[config.mk]
export PLATFORM = sky130hd
export DESIGN_NAME = mnemonic_number_tokenizer
export DESIGN_NICKNAME = d
export VERILOG_FILES = /design/src/design/mnt_pkg.sv /design/src/design/mnemonic_number_tokenizer.sv
export SDC_FILE = /design/constraint.sdc
export NUM_CORES = 1
export LEC_CHECK = 0
export ABC_AREA = 1
export ABC_CLOCK_PERIOD_IN_PS = 2900
export BUFFER_PORTS_ARGS = -buffer_cell sky130_fd_sc_hd__buf_2
export CAP_MARGIN = 20
export CORE_MARGIN = 2
export CORE_UTILIZATION = 56
export DETAILED_ROUTE_END_ITERATION = 6
export PLACE_DENSITY = 0.78
export SYNTH_ARGS = -nofsm -noshare
export SYNTH_HDL_FRONTEND = slang
export SYNTH_SLANG_ARGS = --single-unit
[constraint.sdc]
create_clock -name clock -period 2.9 [get_ports clock]
set_input_delay 0.29 -clock clock [delete_from_list [all_inputs] [get_ports clock]]
set_output_delay 0.29 -clock clock [all_outputs]
set_load 0.05 [all_outputs]
[src/design/mnt_pkg.sv]
// Package for the mnemonic/number tokenizer: sizes, codes and character tests.
`timescale 1ns / 1ps
package mnt_pkg;

   localparam int VALUE_BITS  = 32;
   localparam int BYTE_DIGITS = 8;
   localparam int NUM_KW      = 3;

   typedef enum logic [2:0] {
      MODE_IDLE    = 3'd0,
      MODE_WORD    = 3'd1,
      MODE_INSTR   = 3'd2,
      MODE_BINARY  = 3'd3,
      MODE_DECIMAL = 3'd4,
      MODE_ERROR   = 3'd5
   } mode_type;

   typedef enum logic [1:0] {
      KIND_INSTR   = 2'd0,
      KIND_BYTE    = 2'd1,
      KIND_NUMBER  = 2'd2,
      KIND_INVALID = 2'd3
   } kind_type;

   typedef enum logic [1:0] {
      MN_ILOAD  = 2'd0,
      MN_DUP    = 2'd1,
      MN_BIPUSH = 2'd2
   } mnemonic_type;

   localparam logic [7:0] CH_SPACE = 8'h20;
   localparam logic [7:0] CH_NL    = 8'h0A;
   localparam logic [7:0] CH_NUL   = 8'h00;
   localparam logic [7:0] CH_ZERO  = 8'h30;
   localparam logic [7:0] CH_ONE   = 8'h31;

   // keyword spelling, padded with NUL to eight characters
   localparam logic [7:0] KW_TEXT [NUM_KW][8] = '{
      '{8'h49, 8'h4C, 8'h4F, 8'h41, 8'h44, CH_NUL, CH_NUL, CH_NUL},  // ILOAD
      '{8'h44, 8'h55, 8'h50, CH_NUL, CH_NUL, CH_NUL, CH_NUL, CH_NUL}, // DUP
      '{8'h42, 8'h49, 8'h50, 8'h55, 8'h53, 8'h48, CH_NUL, CH_NUL}     // BIPUSH
   };
   localparam logic [7:0] KW_LEN [NUM_KW] = '{8'd5, 8'd3, 8'd6};

   function automatic logic is_letter(input logic [7:0] c);
      return (c >= 8'h41 && c <= 8'h5A) || (c >= 8'h61 && c <= 8'h7A);
   endfunction

   function automatic logic is_digit(input logic [7:0] c);
      return c >= CH_ZERO && c <= 8'h39;
   endfunction

   function automatic logic is_bit(input logic [7:0] c);
      return c == CH_ZERO || c == CH_ONE;
   endfunction

   function automatic logic is_sep(input logic [7:0] c);
      return c == CH_SPACE || c == CH_NL || c == CH_NUL;
   endfunction

endpackage

[src/design/mnemonic_number_tokenizer.sv]
// Top level of the mnemonic/number tokenizer: scan state and result register.
//
//   channel  | direction | handshake           | payload
//   ---------+-----------+---------------------+------------------------------------------
//   req      | in        | req_valid/req_ready | ch, finish
//   rsp      | out       | rsp_valid/rsp_ready | token_kind, mnemonic, number_value,
//            |           |                     | value_saturated, text_length
//
// One character item per cycle. The scan state updates in the cycle an item is
// taken; a token closed by that item shows on rsp the next cycle from the result
// register. The single result register sets the rate: req_ready is high whenever
// it is empty or is being drained, so a stalled rsp holds req only while a result
// waits. Synchronous active-high reset returns the scanner to idle and empties the
// result register; no clearing pass.
`timescale 1ns / 1ps
module mnemonic_number_tokenizer (
   input  logic                  clock,
   input  logic                  reset,
   input  logic                  req_valid,
   output logic                  req_ready,
   input  logic [7:0]            req_ch,
   input  logic                  req_finish,
   output logic                  rsp_valid,
   input  logic                  rsp_ready,
   output mnt_pkg::kind_type     rsp_token_kind,
   output mnt_pkg::mnemonic_type rsp_mnemonic,
   output logic [31:0]           rsp_number_value,
   output logic                  rsp_value_saturated,
   output logic [7:0]            rsp_text_length
);
   import mnt_pkg::*;

   // scan state
   mode_type               mode_ff,  mode_in;
   logic [NUM_KW-1:0]      cand_ff,  cand_in;
   mnemonic_type           match_ff, match_in;
   logic [7:0]             count_ff, count_in;
   logic [BYTE_DIGITS-1:0] bin_ff,   bin_in;
   logic [VALUE_BITS-1:0]  dec_ff,   dec_in;
   logic                   ovf_ff,   ovf_in;

   // result register
   logic                   rsp_valid_ff, rsp_valid_in;
   kind_type               kind_ff,  kind_in;
   mnemonic_type           mn_ff,    mn_in;
   logic [31:0]            value_ff, value_in;
   logic                   sat_ff,   sat_in;
   logic [7:0]             len_ff,   len_in;

   logic                   accept;
   logic                   emit;

   // datapath helpers
   logic [7:0]             count_inc;
   logic [3:0]             digit;
   logic [VALUE_BITS+3:0]  dec_wide;
   logic                   dec_over;
   logic [VALUE_BITS-1:0]  dec_push;
   logic [BYTE_DIGITS:0]   bin_shift;
   logic [BYTE_DIGITS-1:0] bin_push;
   logic [NUM_KW-1:0]      cand_hit;
   logic [VALUE_BITS+31:0] dec_ext;
   logic [BYTE_DIGITS+31:0] bin_ext;

   // pending token as it would be reported now
   logic                   pend_valid;
   kind_type               pend_kind;
   mnemonic_type           pend_mn;
   logic [31:0]            pend_value;
   logic                   pend_sat;

   assign req_ready = !rsp_valid_ff || rsp_ready;
   assign accept    = req_valid && req_ready;

   assign count_inc = (count_ff == 8'hFF) ? count_ff : count_ff + 8'd1;
   assign digit     = req_ch[3:0];

   // acc*10 + d, saturating once the sum leaves VALUE_BITS
   assign dec_wide  = {1'b0, dec_ff, 3'b000} + {3'b000, dec_ff, 1'b0}
                    + {{VALUE_BITS{1'b0}}, digit};
   assign dec_over  = |dec_wide[VALUE_BITS+3:VALUE_BITS];
   assign dec_push  = dec_over ? {VALUE_BITS{1'b1}} : dec_wide[VALUE_BITS-1:0];

   assign bin_shift = {bin_ff, req_ch[0]};
   assign bin_push  = bin_shift[BYTE_DIGITS-1:0];

   assign dec_ext   = {32'd0, dec_ff};
   assign bin_ext   = {32'd0, bin_ff};

   // keyword candidates surviving this letter
   always_comb begin
      for (int k = 0; k < NUM_KW; k++) begin
         cand_hit[k] = cand_ff[k] && (count_ff < KW_LEN[k])
                     && (KW_TEXT[k][count_ff[2:0]] == req_ch);
      end
   end

   always_comb begin
      pend_valid = 1'b0;
      pend_kind  = KIND_INVALID;
      pend_mn    = MN_ILOAD;
      pend_value = 32'd0;
      pend_sat   = 1'b0;
      unique case (mode_ff)
         MODE_INSTR: begin
            pend_valid = 1'b1;
            pend_kind  = KIND_INSTR;
            pend_mn    = match_ff;
         end
         MODE_BINARY: begin
            pend_valid = 1'b1;
            if (count_ff == 8'(BYTE_DIGITS)) begin
               pend_kind  = KIND_BYTE;
               pend_value = bin_ext[31:0];
            end else begin
               pend_kind  = KIND_NUMBER;
               pend_value = dec_ext[31:0];
               pend_sat   = ovf_ff;
            end
         end
         MODE_DECIMAL: begin
            pend_valid = 1'b1;
            pend_kind  = KIND_NUMBER;
            pend_value = dec_ext[31:0];
            pend_sat   = ovf_ff;
         end
         MODE_WORD, MODE_ERROR: begin
            pend_valid = 1'b1;  // invalid word, reported only at finish
         end
         default: pend_valid = 1'b0;
      endcase
   end

   // next scan state and token close
   always_comb begin
      logic clear;
      clear    = 1'b0;
      emit     = 1'b0;
      mode_in  = mode_ff;
      cand_in  = cand_ff;
      match_in = match_ff;
      count_in = count_ff;
      bin_in   = bin_ff;
      dec_in   = dec_ff;
      ovf_in   = ovf_ff;

      if (accept) begin
         if (req_finish) begin
            emit  = pend_valid;
            clear = 1'b1;
         end else begin
            unique case (mode_ff)
               MODE_IDLE, MODE_WORD: begin
                  if (is_letter(req_ch)) begin
                     mode_in  = MODE_WORD;
                     count_in = count_inc;
                     cand_in  = cand_hit;
                     for (int k = 0; k < NUM_KW; k++) begin
                        if (cand_hit[k] && KW_LEN[k] == count_inc) begin
                           mode_in  = MODE_INSTR;
                           match_in = mnemonic_type'(2'(k));
                        end
                     end
                  end else if (mode_ff == MODE_WORD) begin
                     mode_in  = MODE_ERROR;
                     count_in = count_inc;
                  end else if (is_bit(req_ch)) begin
                     mode_in  = MODE_BINARY;
                     count_in = count_inc;
                     bin_in   = bin_push;
                     dec_in   = dec_push;
                     ovf_in   = ovf_ff | dec_over;
                  end else if (is_digit(req_ch)) begin
                     mode_in  = MODE_DECIMAL;
                     count_in = count_inc;
                     dec_in   = dec_push;
                     ovf_in   = ovf_ff | dec_over;
                  end else if (!is_sep(req_ch)) begin
                     mode_in  = MODE_ERROR;
                     count_in = count_inc;
                  end
               end
               MODE_INSTR, MODE_DECIMAL, MODE_BINARY: begin
                  if (is_sep(req_ch)) begin
                     emit  = 1'b1;
                     clear = 1'b1;
                  end else if (mode_ff == MODE_BINARY && count_ff < 8'(BYTE_DIGITS)
                               && is_bit(req_ch)) begin
                     count_in = count_inc;
                     bin_in   = bin_push;
                     dec_in   = dec_push;
                     ovf_in   = ovf_ff | dec_over;
                  end else if (mode_ff != MODE_INSTR && is_digit(req_ch)) begin
                     // decimal run grows; a binary run turns decimal on a non-bit digit or once too long
                     mode_in  = MODE_DECIMAL;
                     count_in = count_inc;
                     dec_in   = dec_push;
                     ovf_in   = ovf_ff | dec_over;
                  end else begin
                     mode_in  = MODE_ERROR;
                     count_in = count_inc;
                  end
               end
               MODE_ERROR: mode_in = MODE_ERROR;  // locked until finish
               default:    mode_in = MODE_IDLE;
            endcase
         end

         if (clear) begin
            mode_in  = MODE_IDLE;
            cand_in  = '1;
            match_in = MN_ILOAD;
            count_in = 8'd0;
            bin_in   = '0;
            dec_in   = '0;
            ovf_in   = 1'b0;
         end
      end
   end

   always_ff @(posedge clock) begin
      if (reset) begin
         mode_ff  <= MODE_IDLE;
         cand_ff  <= '1;
         match_ff <= MN_ILOAD;
         count_ff <= 8'd0;
         bin_ff   <= '0;
         dec_ff   <= '0;
         ovf_ff   <= 1'b0;
      end else begin
         mode_ff  <= mode_in;
         cand_ff  <= cand_in;
         match_ff <= match_in;
         count_ff <= count_in;
         bin_ff   <= bin_in;
         dec_ff   <= dec_in;
         ovf_ff   <= ovf_in;
      end
   end

   // result register: load on a closing item, drop when taken
   always_comb begin
      rsp_valid_in = rsp_valid_ff && !rsp_ready;
      kind_in      = kind_ff;
      mn_in        = mn_ff;
      value_in     = value_ff;
      sat_in       = sat_ff;
      len_in       = len_ff;
      if (emit) begin
         rsp_valid_in = 1'b1;
         kind_in      = pend_kind;
         mn_in        = pend_mn;
         value_in     = pend_value;
         sat_in       = pend_sat;
         len_in       = count_ff;
      end
   end

   always_ff @(posedge clock) begin
      if (reset) begin
         rsp_valid_ff <= 1'b0;
      end else begin
         rsp_valid_ff <= rsp_valid_in;
      end
   end

   always_ff @(posedge clock) begin
      kind_ff  <= kind_in;
      mn_ff    <= mn_in;
      value_ff <= value_in;
      sat_ff   <= sat_in;
      len_ff   <= len_in;
   end

   assign rsp_valid           = rsp_valid_ff;
   assign rsp_token_kind      = kind_ff;
   assign rsp_mnemonic        = mn_ff;
   assign rsp_number_value    = value_ff;
   assign rsp_value_saturated = sat_ff;
   assign rsp_text_length     = len_ff;

`ifndef SYNTH
   // a fresh result only follows an accepted item
   a_rsp_from_item: assert property (@(posedge clock) disable iff (reset)
      $rose(rsp_valid_ff) |-> $past(accept))
      else $error("result appeared without an accepted item");

   // idle means a fully cleared scanner
   a_idle_clean: assert property (@(posedge clock) disable iff (reset)
      mode_ff == MODE_IDLE |-> (count_ff == 8'd0 && cand_ff == '1 && !ovf_ff
                                && dec_ff == '0 && bin_ff == '0))
      else $error("idle scanner holds stale token state");

   // a byte token is always exactly one full run of binary digits
   a_byte_len: assert property (@(posedge clock) disable iff (reset)
      rsp_valid_ff && kind_ff == KIND_BYTE |-> len_ff == 8'(BYTE_DIGITS))
      else $error("byte token with wrong length");

   // an instruction has the length of its keyword
   a_instr_len: assert property (@(posedge clock) disable iff (reset)
      mode_ff == MODE_INSTR |-> count_ff == KW_LEN[match_ff])
      else $error("instruction state with wrong length");
`endif

endmodule
# [Word-level counts from Yosys, hierarchy flattened]
# Memories as Yosys holds them, arrays and structs flattened.
# Cells that the tools add are included.
[op_classes] add_sub_neg=3 order_cmp=11 eq_ne=28 n_mux=83 n_bitwise=2 reduce_logical=40
[op_table] cell="32-bit two-way mux" count=11
[op_table] cell="8-bit two-way mux" count=21
[op_table] cell="32-bit case mux with 2 select lines" count=2
[op_table] cell="3-bit two-way mux" count=15
[op_table] cell="35-bit by 33-bit adder with 36-bit output" count=1
[op_table] cell="36-bit by 4-bit adder with 36-bit output" count=1
[op_table] cell="8-bit case mux with 2 select lines" count=2
[op_table] cell="8-bit by 6-bit == test with 1-bit output, second input constant" count=3
[op_table] cell="8-bit == test" count=3
[op_table] cell="1-bit two-way mux" count=19
[op_table] cell="2-bit two-way mux" count=9
[op_table] cell="3-bit != test, second input constant" count=6
[op_table] cell="1-bit logical AND" count=17
[op_table] cell="3-bit by 8-bit == test with 1-bit output, first input constant" count=2
[op_table] cell="8-bit by 4-bit == test with 1-bit output, second input constant" count=2
[op_table] cell="8-bit by 7-bit >= comparator with 1-bit output, second input constant" count=2
[op_table] cell="8-bit by 7-bit <= comparator with 1-bit output, second input constant" count=2
[op_table] cell="8-bit by 3-bit < comparator with 1-bit output, second input constant" count=2
[op_table] cell="8-bit AND reduction" count=2
[op_table] cell="5-bit AND reduction" count=2
[op_table] cell="3-bit case mux with 3 select lines" count=1
[op_table] cell="8-bit by 1-bit adder with 8-bit output, second input constant" count=1
[op_table] cell="2-bit by 8-bit == test with 1-bit output, first input constant" count=1
[op_table] cell="8-bit == test, second input constant" count=1
[op_table] cell="other kinds (29)" count=39
[word_totals] ff_bits=103 rom_bits=192 in_bits=13 output_inout_bits=47 elab_cells=183 memories=3
[mem_list] memory="(name not given)" depth=8 width=8 read_ports=1 rd_ports_with_merged_regs=0 write_ports=0 line_no="mnemonic_number_tokenizer.sv:94" rtl="&& (KW_TEXT[k][count_ff[2:0]] == req_ch);"
[mem_list] memory="(name not given)" depth=8 width=8 read_ports=1 rd_ports_with_merged_regs=0 write_ports=0 line_no="mnemonic_number_tokenizer.sv:94"
[mem_list] memory="(name not given)" depth=8 width=8 read_ports=1 rd_ports_with_merged_regs=0 write_ports=0 line_no="mnemonic_number_tokenizer.sv:94"

# [Logic depth before layout (Yosys ltp)]
# Gate-level depths: netlist of run 1.
[logic_depth] word_depth=14 ltp_mapped=18 ltp_nobuf=17

# [Worst setup path after synthesis of run 1]
# Ideal clock, no wire load.
[synth_path] path_kind="register to register" startpoint="reg dec_ff[0]" endpoint="reg dec_ff[10]" setup_time_ns=0.132 t_arrival_ns=2.614 required_ns=2.768 slack_ns=0.154 path_stages_with_launch=17 path_buffers=1 period_less_slack_ns=2.746 cell_sequence="dfxtp_1 -> fa_1 -> inv_1 -> fa_1 -> o21ai_2 -> nand3_1 -> nand2_1 -> nand2_1 -> nand2_1 -> nand2_1 -> nand3_1 -> nand2_1 -> nor2_2 -> buf_4 -> nand3_1 -> nand2_1 -> a21oi_1"
[synth_via] elab_chain_len=11
[synth_rtl] item="start: declaration" line_no="mnemonic_number_tokenizer.sv:39" rtl="logic [VALUE_BITS-1:0] dec_ff, dec_in;"
[synth_rtl] item="start signal: assignment" line_no="mnemonic_number_tokenizer.sv:236" rtl="dec_ff <= dec_in;"
[synth_rtl] item="35-bit by 33-bit adder with 36-bit output *" line_no="mnemonic_number_tokenizer.sv:79" rtl="assign dec_wide = {1'b0, dec_ff, 3'b000} + {3'b000, dec_ff, 1'b0}"
[synth_rtl] item="36-bit by 4-bit adder with 36-bit output *" line_no="mnemonic_number_tokenizer.sv:80" rtl="+ {{VALUE_BITS{1'b0}}, digit};"
[synth_rtl] item="4-bit OR reduction" line_no="mnemonic_number_tokenizer.sv:81" rtl="assign dec_over = |dec_wide[VALUE_BITS+3:VALUE_BITS];"
[synth_rtl] item="32-bit two-way mux *" line_no="mnemonic_number_tokenizer.sv:82" rtl="assign dec_push = dec_over ? {VALUE_BITS{1'b1}} : dec_wide[VALUE_BITS-1:0];"
[synth_rtl] item="32-bit two-way mux" line_no="mnemonic_number_tokenizer.sv:173" rtl="end else if (is_digit(req_ch)) begin"
[synth_rtl] item="32-bit two-way mux" line_no="mnemonic_number_tokenizer.sv:167" rtl="end else if (is_bit(req_ch)) begin"
[synth_rtl] item="32-bit two-way mux" line_no="mnemonic_number_tokenizer.sv:164" rtl="end else if (mode_ff == MODE_WORD) begin"
[synth_rtl] item="32-bit two-way mux" line_no="mnemonic_number_tokenizer.sv:154" rtl="if (is_letter(req_ch)) begin"
[synth_rtl] item="32-bit case mux with 2 select lines *" line_no="mnemonic_number_tokenizer.sv:152" rtl="unique case (mode_ff)"
[synth_rtl] item="32-bit two-way mux *" line_no="mnemonic_number_tokenizer.sv:148" rtl="if (req_finish) begin"
[synth_rtl] item="32-bit two-way mux *" line_no="mnemonic_number_tokenizer.sv:209" rtl="if (clear) begin"
# Every way passes the cells marked *; elsewhere a longest branch is shown, timed or not. The select of a mux whose other input is x is not followed.
# A chain may end at the register's enable or synchronous reset.

# [Worst setup path in the final report of run 1]
[layout_path] startpoint="reg dec_ff[2]" endpoint="reg dec_ff[26]"
# Same word-level chain as after synthesis.

==> impl_metrics.py, run 1 <==
metrics = {
    "power": {
        "swShare_pct": 26.9,
        "power_mw": 3.27,
        "seq_power_share_pct": 48.0,
        "p_switching_uw": 880,
        "pwr-share-clk_pct": 39.8,
        "pwr_density_cell_mw_per_mm2": 368,
        "p_comb_share_pct": 12.2,
        "ir_worst_vdd_mv": 0.252,
        "internal-power_mw": 2.39,
        "p_leak_nw": 4.24,
    },
    "cts": {
        "clkLatencyLatePin_ns": 0.37,
        "clk_pin_slew_ns": 0.07,
        "htreeDepth": 3,
        "cts_hold_buf": 0,
        "cts_buffer_depth": 2,
        "cts_made_buffers": 9,
        "clock-sinks": 103,
        "root_buffer": "clkbuf_16",
        "cts_tree": "built",
    },
    "sta": {
        "max_freq_ghz": 0.353,
        "finalWorstSetupSlack_ns": 0.0710,
        "worst_clock_skew_ns": 0.0139,
        "finalSetupViolCount": 0,
        "maxSlewViolCount": 0,
        "relSlewSlack_pct": 66.1,
        "worstMarginPinSlew_ns": 0.505,
        "hold_viol_final": 0,
        "min_period_ns": 2.83,
        "fin_crit_sh_pct": 97.6,
        "rsz0062_at_grt": "yes",
    },
    "finish": {
        "finish.utilization_pct": 66.3,
        "drive_gt1_share_pct": 13.8,
        "antenna_cells": 0,
        "layout_common_cells": "316 x nand2_1, 150 x inv_1, 124 x nor2_1, 96 x nand3_1, 81 x a21oi_1",
        "area_delta_synth_final_pct": 14.7,
        "nets": 1292,
        "final_common_cell": "nand2_1",
    },
    "global_route": {
        "grt_antenna_before_repair": 0,
        "grt_overflow": 0,
        "grt_max_degree": 34,
        "grt_use_total_pct": 27.2,
        "grt_pass1_vias": 6881,
        "grt_pass1_wl_mm": 32.2,
    },
    "detailed_routing": {
        "routedWlPerCell_um": 14.5,
        "via_count": 7553,
        "drt-total-wl_mm": 20.2,
        "drc": 0,
        "drtPass1Iterations": 5,
        "drt-initial-drc-count": 598,
        "ant_nets": 0,
        "routed_via_density": 5.45,
    },
    "placement": {
        "dpl.hpwl_mm": 14.6,
        "post-place-ws_ns": -0.131,
        "port_buffers": 59,
        "place_congestion": 0.977,
    },
    "synth": {
        "async_flop_share_pct": 0,
        "synth_area_leader_cell": "edfxtp_1",
        "syn-cell-area_mm2": 0.00775,
        "synthSimpleGateAreaFrac_pct": 31.4,
        "synth_edf_count": 45,
        "syn_nets": 1217,
        "synth_top_family_by_area": "simple AND/OR/NAND/NOR gates",
        "synth_compound_area_share_pct": 11.3,
        "synth_flop_cell": "dfxtp_1",
        "syn_avg_cell_area_um2": 6.85,
        "synth-seq-cells": 103,
        "synth_top_area_share_pct": 17.4,
        "synth_warnings": 0,
        "synth_cell_types": 45,
        "synth_seq_area_share_pct": 32.4,
        "synthTopCellsByArea": "edfxtp_1 17%, nand2_1 16%, dfxtp_1 15%",
        "muxShareOfSynthArea_pct": 0,
        "syn_inst": 1131,
        "synthAdderAreaFrac_pct": 12.0,
        "synthXorXnorAreaFrac_pct": 2.83,
    },
    "die": {
        "die_h_um": 122,
        "rows": 42,
        "io-pin-count": 60,
        "coreArea_mm2": 0.0134,
        "die_area_mm2": 0.0148,
        "die_width_um": 122,
        "initial_core_util_pct": 57.8,
    },
    "worst_setup_path": {
        "reg2reg_from": "dec_ff[2]",
        "cp_max_fo": 6,
        "crit_start": "dec_ff[2]",
        "critPathKind": "register to register",
        "cp.arrival_ns": 3.07,
        "end_kind": "register",
        "worstPathRequired_ns": 3.14,
        "startpoint_type": "register",
    },
    "min_path": {
        "worstHoldStart": "rsp_ready",
        "hp-class": "input port to register",
    },
    "status": {
        "outcome": "complete, no violations",
    },
    "flow_run": {
        "drv_cap": 0,
    },
}
worst paths after layout:
kind              depth (start not counted)  slack [ns]    endpoint
hold reg to reg                           2        0.46   bin_ff[7]
setup / recovery                         17        0.07  dec_ff[26]
setup reg to reg                         17        0.07  dec_ff[26]
hold / removal                            4        0.23   rsp_valid
metrics by stage:
step / setup TNS, ns / hold WS [ns] / cells / instance area, µm²
floorplan: 0 / 0.406 / 1131 / 7750
finish: 0 / 0.235 / 1387 / 8890
detailed placement: -2.61 / 0.448 / 1364 / 8320
global route: -1.02 / 0.277 / 1387 / 8890
global placement: -0.101 / 0.448 / 1364 / 8320
CTS: 0 / 0.232 / 1380 / 8640
logic make-up (layout without fill, tap and decap cells):
kind of cell | count (synthesis) | count (layout)
fa+ha+maj | 73 | 73
buf+inv | 194 | 274
flops | 103 | 103
xor+xnor | 25 | 25
compound gates | 152 | 152
simple gates | 584 | 584
synthesized netlist by cell type (3+ instances only):
| cell | instances |
|---|---|
| a21oi_1 | 91 |
| a221oi_1 | 4 |
| buf_2 | 3 |
| buf_4 | 6 |
| buf_6 | 3 |
| clkbuf_1 | 13 |
| dfxtp_1 | 58 |
| edfxtp_1 | 45 |
| ha_1 | 71 |
| inv_1 | 151 |
| inv_2 | 17 |
| nand2_1 | 322 |
| nand2_2 | 4 |
| nand3_1 | 97 |
| nand3b_1 | 3 |
| nand4_1 | 10 |
| nor2_1 | 125 |
| nor2_2 | 3 |
| nor3_1 | 9 |
| o21ai_0 | 23 |
| o21ai_1 | 4 |
| o21bai_1 | 9 |
| o22ai_1 | 9 |
| xnor2_1 | 14 |
| xor2_1 | 11 |
what timing repair did:
item                       in CTS  in global routing
pin swaps                       0                  6
setup endpoints to repair       3                 33
gates resized for setup         1                 40
cloned                          0                  3
setup buffers                   0                  4
per-layer routing:
metal  global-route usage, %  part of all wire (%)
met2                    45.9                    47
met4                    9.34                   1.7
met3                    3.75                   5.9
met5                       0                     0
met1                    36.0                    45
critical path, cell delays in order (launching register included):
cell       delay [ns]
dfxtp_2          0.34
fa_1             0.54
inv_1            0.06
fa_2             0.37
o21ai_4          0.17
nand3_2          0.10
nand2_1          0.10
nand2_1          0.06
nand2_1          0.09
nand2_1          0.07
nand3_1          0.08
nand2_1          0.09
nor2_4           0.14
buf_4            0.15
clkbuf_16        0.14
nand3_1          0.09
nand2_1          0.07
a21oi_1          0.06
flip-flops by register name, summed over array words and instances, names as in the netlist:
| register | cells |
|---|---|
| dec_ff | 32 |
| rsp_number_value | 32 |
| bin_ff | 8 |
| count_ff | 8 |
| rsp_text_length | 8 |
| cand_ff | 3 |
| mode_ff | 3 |
| match_ff | 2 |
| rsp_mnemonic | 2 |
| rsp_token_kind | 2 |
| ovf_ff | 1 |
| rsp_valid | 1 |
| rsp_value_saturated | 1 |
power by group through the flow:
stage | combinational, mW | clock [mW] | sequential [mW]
global route | 0.438 | 1.37 | 1.57
floorplan | 0.212 | 0 | 1.68
global placement | 0.382 | 0 | 1.60
CTS | 0.390 | 1.32 | 1.57
detailed placement | 0.389 | 0 | 1.60
finish | 0.399 | 1.30 | 1.57
area by class of cell:
cell class | count | area (µm²)
clock buffer | 11 | 254
clock inverter | 5 | 62.6
fill | 1219 | 4510
inverter | 168 | 631
multi-input combinational | 834 | 4560
sequential | 103 | 2520
tap | 176 | 220
timing repair buffer | 90 | 641
Power figures use the tool's default switching activity.
==> run 2, diff against run 1 <==
BUFFER_PORTS_ARGS = -buffer_cell sky130_fd_sc_hd__buf_4   (was -buffer_cell sky130_fd_sc_hd__buf_2)
==> run 2 against run 1 <==
The flow now finishes with violations (negative setup slack). Sequential share of layout area decreased by 0.99 points. Sequential power about the same. Maximum frequency is 2.5% lower. Power is 4.3% lower. Register-to-register slack worse by 0.07 ns. Final cell count grew 0.36%.
==> impl_metrics.py, run 2 (synthesis results as in run 1) <==
metrics = {
    "power": {
        "internal-power_mw": 2.27,
        "pwr-share-clk_pct": 36.2,
        "ir_worst_vdd_mv": 0.213,
        "p_switching_uw": 864,
        "p_leak_nw": 4.45,
        "p_comb_share_pct": 13.6,
        "seq_power_share_pct": 50.2,
        "pwr_density_cell_mw_per_mm2": 340,
        "swShare_pct": 27.6,
    },
    "worst_setup_path": {
        "cp.arrival_ns": 3.11,
        "end_kind": "register",
        "startpoint_type": "register",
        "worstPathRequired_ns": 3.11,
        "rr_worst_depth": 15,
        "cp_max_fo": 3,
        "critPathKind": "register to register",
    },
    "detailed_routing": {
        "routedWlPerCell_um": 14.9,
        "routed_via_density": 5.47,
        "drtPass1Iterations": 7,
        "via_count": 7608,
        "drc": 0,
        "ant_nets": 0,
        "drt-total-wl_mm": 20.8,
        "drt-initial-drc-count": 632,
    },
    "finish": {
        "nets": 1298,
        "drive_gt1_share_pct": 16.6,
        "area_delta_synth_final_pct": 18.8,
        "layout_common_cells": "305 x nand2_1, 149 x inv_1, 125 x nor2_1, 83 x buf_4, 82 x a21oi_1",
        "antenna_cells": 0,
        "final_common_cell": "nand2_1",
        "finalInstanceArea_mm2": 0.00920,
    },
    "cts": {
        "clock-sinks": 103,
        "clk_pin_slew_ns": 0.07,
        "cts_buffer_depth": 2,
        "root_buffer": "clkbuf_16",
        "cts_tree": "built",
        "cts_hold_buf": 0,
        "cts_made_buffers": 9,
        "htreeDepth": 3,
        "clkLatencyLatePin_ns": 0.35,
    },
    "die": {
        "initial_core_util_pct": 57.8,
        "die_h_um": 122,
        "die_width_um": 122,
        "coreArea_mm2": 0.0134,
        "die_area_mm2": 0.0148,
        "io-pin-count": 60,
        "rows": 42,
    },
    "sta": {
        "worst_clock_skew_ns": 0.0102,
        "worstMarginPinSlew_ns": 0.573,
        "finalSetupViolCount": 1,
        "finalWorstSetupSlack_ns": -0.00280,
        "max_freq_ghz": 0.344,
        "rsz0062_at_grt": "yes",
        "fin_crit_sh_pct": 100,
        "min_period_ns": 2.90,
        "relSlewSlack_pct": 61.5,
        "timing.hold.ws_ns": 0.255,
        "hold_viol_final": 0,
        "maxSlewViolCount": 0,
    },
    "placement": {
        "dpl.hpwl_mm": 15.1,
        "port_buffers": 59,
        "place_congestion": 0.984,
        "place_area_mm2": 0.00853,
    },
    "status": {
        "violations": "negative setup slack",
        "outcome": "complete, but fails checks",
    },
    "global_route": {
        "grt_use_total_pct": 27.7,
        "grt_pass1_wl_mm": 32.8,
        "met3_usage_pct": 4.03,
        "grt_use_met2_pct": 47.2,
        "grt_antenna_before_repair": 0,
        "grt_use_met1_pct": 36.5,
        "grt_max_degree": 48,
        "grt_pass1_vias": 7069,
        "busiest_layer": "met2",
        "grt_overflow": 0,
    },
    "min_path": {
        "hold_path_depth": 4,
        "hp-class": "input port to register",
    },
    "flow_run": {
        "drv_cap": 0,
    },
}
## run 2: cell count changes in the layout (fill, tap and decap cells not counted), moves of 2 or more
cell,previous run,this run
nand2_1,316,305
buf_2,59,0
buf_4,21,83
nand3_1,96,74
dfxtp_2,4,2
clkinv_2,0,2
dfxtp_1,54,56
nand3_2,2,24
nand2_2,10,21
## run 2: timing repair
action	4_1_cts	5_1_grt
gates resized for setup	2	58
hold endpoints to repair	0	0
setup endpoints to repair	7	33
setup buffers	1	3
pin swaps	4	31
cloned	1	4
## run 2: stage by stage
stage | instances | util, % | power [mW] | TNS, ns | setup slack (ns)
floorplan | 1131 | - | 1.89 | 0 | 0.154
global placement | 1368 | 63.6 | 2.01 | -0.180 | -0.0101
detailed placement | 1368 | 63.6 | 2.01 | -3.64 | -0.137
CTS | 1385 | 66.1 | 3.13 | 0 | 0.0126
global route | 1392 | 68.6 | 3.24 | -3.16 | -0.118
finish | 1392 | 68.6 | 3.13 | -0.00280 | -0.00280
## run 2: area by class of cell
| class | instances | area [µm²] |
|---|---|---|
| Fill cell | 1232 | 4200 |
| Multi-Input combinational cell | 834 | 4680 |
| Tap cell | 176 | 220 |
| Timing Repair Buffer | 96 | 880 |
| Clock buffer | 9 | 225 |
| Inverter | 168 | 631 |
| Clock inverter | 6 | 45.0 |
| Sequential cell | 103 | 2510 |
## run 2: worst paths after layout
path / start / end / slack (ns)
worst min-delay path: rsp_ready / rsp_valid / 0.25
worst min register to register: cand_ff[1] / cand_ff[1] / 0.45
worst max register to register: dec_ff[0] / dec_ff[30] / -0.003
worst max-delay path: dec_ff[0] / dec_ff[30] / -0.003
## run 2: layer usage
layer	routed length [µm]	vias up	part of all wire, %
met5	0	-	0
met4	456	0	2.2
met3	1280	40	6.2
met2	9850	255	47
met1	9190	3478	44
li1	-	3835	-
## run 2: critical path, cell delays in order, from the launching register on
cell and delay [ns]:
dfxtp_2 0.33, fa_1 0.56, inv_2 0.06, fa_2 0.39, o21ai_4 0.19, nand3_2 0.10
buf_4 0.14, buf_4 0.12, a21oi_1 0.23, o21ai_0 0.21, nand2_1 0.11, nand2_1 0.05
nand2_1 0.06, nand3_1 0.07, nand2_1 0.06, a21oi_1 0.05
## run 2: power groups by stage
| stage | clock network [mW] | registers [mW] | logic, mW |
|---|---|---|---|
| after floorplan | 0 | 1.68 | 0.212 |
| after global placement | 0 | 1.60 | 0.404 |
| after detailed placement | 0 | 1.60 | 0.411 |
| after CTS | 1.15 | 1.57 | 0.413 |
| after global routing | 1.20 | 1.58 | 0.464 |
| final | 1.13 | 1.57 | 0.427 |
==> run 3, diff against run 2 <==
CORE_UTILIZATION = 25   (was 56)
PLACE_DENSITY = not set   (was 0.78)
==> run 3 against run 2 <==
The run now ends clean. Global-route usage fell by 14 points. Final area rose by 4.9%. Die area rose by 120%. Utilization fell by 37 points. Flip-flop and latch count did not move. Clock power rose by 11%. Sequential share of layout area fell by 1.2 points. Worst setup slack improved by 0.046 ns. Final cell count rose by 16%. Critical path type unchanged. Largest cell class unchanged.
==> impl_metrics.py, run 3 (synthesis results as in run 1) <==
metrics = {
    "status": {
        "outcome": "complete, no violations",
    },
    "sta": {
        "min_period_ns": 2.86,
        "maxSlewViolCount": 0,
        "relSlewSlack_pct": 60.5,
        "worst_clock_skew_ns": 0.0165,
        "fin_crit_sh_pct": 98.5,
        "rsz0062_at_grt": "yes",
        "hold_viol_final": 0,
        "finalWorstSetupSlack_ns": 0.0429,
        "worstMarginPinSlew_ns": 0.588,
        "finalSetupViolCount": 0,
        "max_freq_ghz": 0.350,
    },
    "cts": {
        "htreeDepth": 3,
        "cts_buffer_depth": 2,
        "clkLatencyLatePin_ns": 0.36,
        "root_buffer": "clkbuf_16",
        "clock-sinks": 103,
        "cts_tree": "built",
        "clk_pin_slew_ns": 0.09,
        "cts_made_buffers": 9,
    },
    "detailed_routing": {
        "drt-initial-drc-count": 557,
        "routedWlPerCell_um": 14.2,
        "via_count": 7534,
        "routed_via_density": 4.65,
        "drc": 0,
        "drtPass1Iterations": 5,
        "ant_nets": 0,
        "drt-total-wl_mm": 23.0,
    },
    "global_route": {
        "grt_antenna_before_repair": 0,
        "grt_overflow": 0,
        "grt_pass1_wl_mm": 35.1,
        "grt_max_degree": 48,
        "grt_pass1_vias": 7168,
        "grt_use_total_pct": 13.2,
    },
    "finish": {
        "antenna_cells": 0,
        "drive_gt1_share_pct": 18.9,
        "fillerInstances": 3273,
        "nets": 1305,
        "final_common_cell": "nand2_1",
        "finish.utilization_pct": 31.6,
        "layout_common_cells": "304 x nand2_1, 150 x inv_1, 123 x nor2_1, 89 x buf_4, 76 x a21oi_1",
        "area_delta_synth_final_pct": 24.6,
    },
    "power": {
        "p_leak_nw": 4.51,
        "pwr_density_cell_mw_per_mm2": 337,
        "ir_worst_vdd_mv": 0.275,
        "power_mw": 3.25,
    },
    "die": {
        "io-pin-count": 60,
        "die_area_mm2": 0.0324,
        "rows": 64,
        "initial_core_util_pct": 25.3,
        "coreArea_mm2": 0.0306,
        "die_h_um": 180,
        "die_width_um": 180,
    },
    "worst_setup_path": {
        "cp.arrival_ns": 3.09,
        "cp_max_fo": 8,
        "worstPathRequired_ns": 3.13,
        "startpoint_type": "register",
        "end_kind": "register",
        "critPathKind": "register to register",
    },
    "placement": {
        "place_congestion": 0.920,
        "port_buffers": 59,
        "dpl.hpwl_mm": 16.4,
        "post-place-ws_ns": -0.105,
    },
    "flow_run": {
        "drv_cap": 0,
    },
    "min_path": {
        "hp-class": "input port to register",
    },
}
==> run 3: changes by cell type in the layout (fill, tap and decap cells not counted), moves of 3 or more <==
cell,change
ha_1,-3
a21oi_1,-6
dfxtp_2,+8
a21oi_2,+5
buf_4,+6
dfxtp_1,-8
==> run 3: final cells by class <==
class                           count  area (µm²)  share of cell area, %
Tap cell                          396         495                   5.13
Multi-Input combinational cell    834        4750                   49.2
Clock buffer                        9         225                   2.33
Timing Repair Buffer              103         942                   9.76
Clock inverter                      7        81.3                  0.843
Sequential cell                   103        2520                   26.2
Inverter                          168         631                   6.53
==> run 3: per-stage QoR <==
| stage | TNS, ns | cells | cell area [µm²] | hold WS, ns |
|---|---|---|---|---|
| after global routing | -2.61 | 1620 | 9650 | 0.249 |
| after detailed placement | -2.53 | 1590 | 8810 | 0.451 |
| after CTS | 0 | 1606 | 9120 | 0.222 |
| final | 0 | 1620 | 9650 | 0.232 |
| after floorplan | 0 | 1131 | 7750 | 0.406 |
| after global placement | -0.932 | 1590 | 8810 | 0.445 |
==> run 3: routing by layer <==
layer | vias to the layer above | wire, µm | track usage, %
li1 | 3840 | - | -
met1 | 3461 | 10700 | 17.3
met2 | 194 | 10600 | 22.1
met3 | 39 | 1290 | 2.95
met4 | 0 | 399 | 2.90
met5 | - | 0 | 0
==> run 3: repair_timing <==
| action | in CTS | in global routing |
|---|---|---|
| hold buffers | 0 | 0 |
| gates resized for setup | 0 | 91 |
| endpoints found under the hold margin | 0 | 0 |
| endpoints found under the setup margin | 0 | 33 |
| buffers inserted | 0 | 7 |
==> run 3: path summary, 6_finish.rpt <==
| path | depth (start not counted) | slack (ns) | end | startpoint |
|---|---|---|---|---|
| worst max-delay path | 17 | 0.04 | dec_ff[3] | dec_ff[0] |
| worst min-delay path | 4 | 0.23 | rsp_valid | rsp_ready |
| worst max register to register | 17 | 0.04 | dec_ff[3] | dec_ff[0] |
| worst min register to register | 2 | 0.46 | bin_ff[7] | bin_ff[7] |
==> run 3: power breakdown <==
| part | leakage, nW | internal [mW] | switching (mW) | total, mW |
|---|---|---|---|---|
| sequential | 0.898 | 1.55 | 0.0212 | 1.57 |
| combinational | 3.47 | 0.129 | 0.297 | 0.426 |
| clock | 0.150 | 0.620 | 0.634 | 1.25 |
==> run 3: critical path, stage by stage, from the launching register on <==
cell and delay (ns):
dfxtp_2 0.34, fa_1 0.58, inv_1 0.07, fa_2 0.37
o21ai_4 0.18, nand3_2 0.10, nand2_2 0.09, nand2_2 0.07
nand2_2 0.07, nand2_2 0.06, nand3_2 0.08, nand2_2 0.06
nor2_4 0.14, buf_12 0.15, buf_6 0.15, nand3_1 0.09
nand2_1 0.07, a21oi_1 0.05
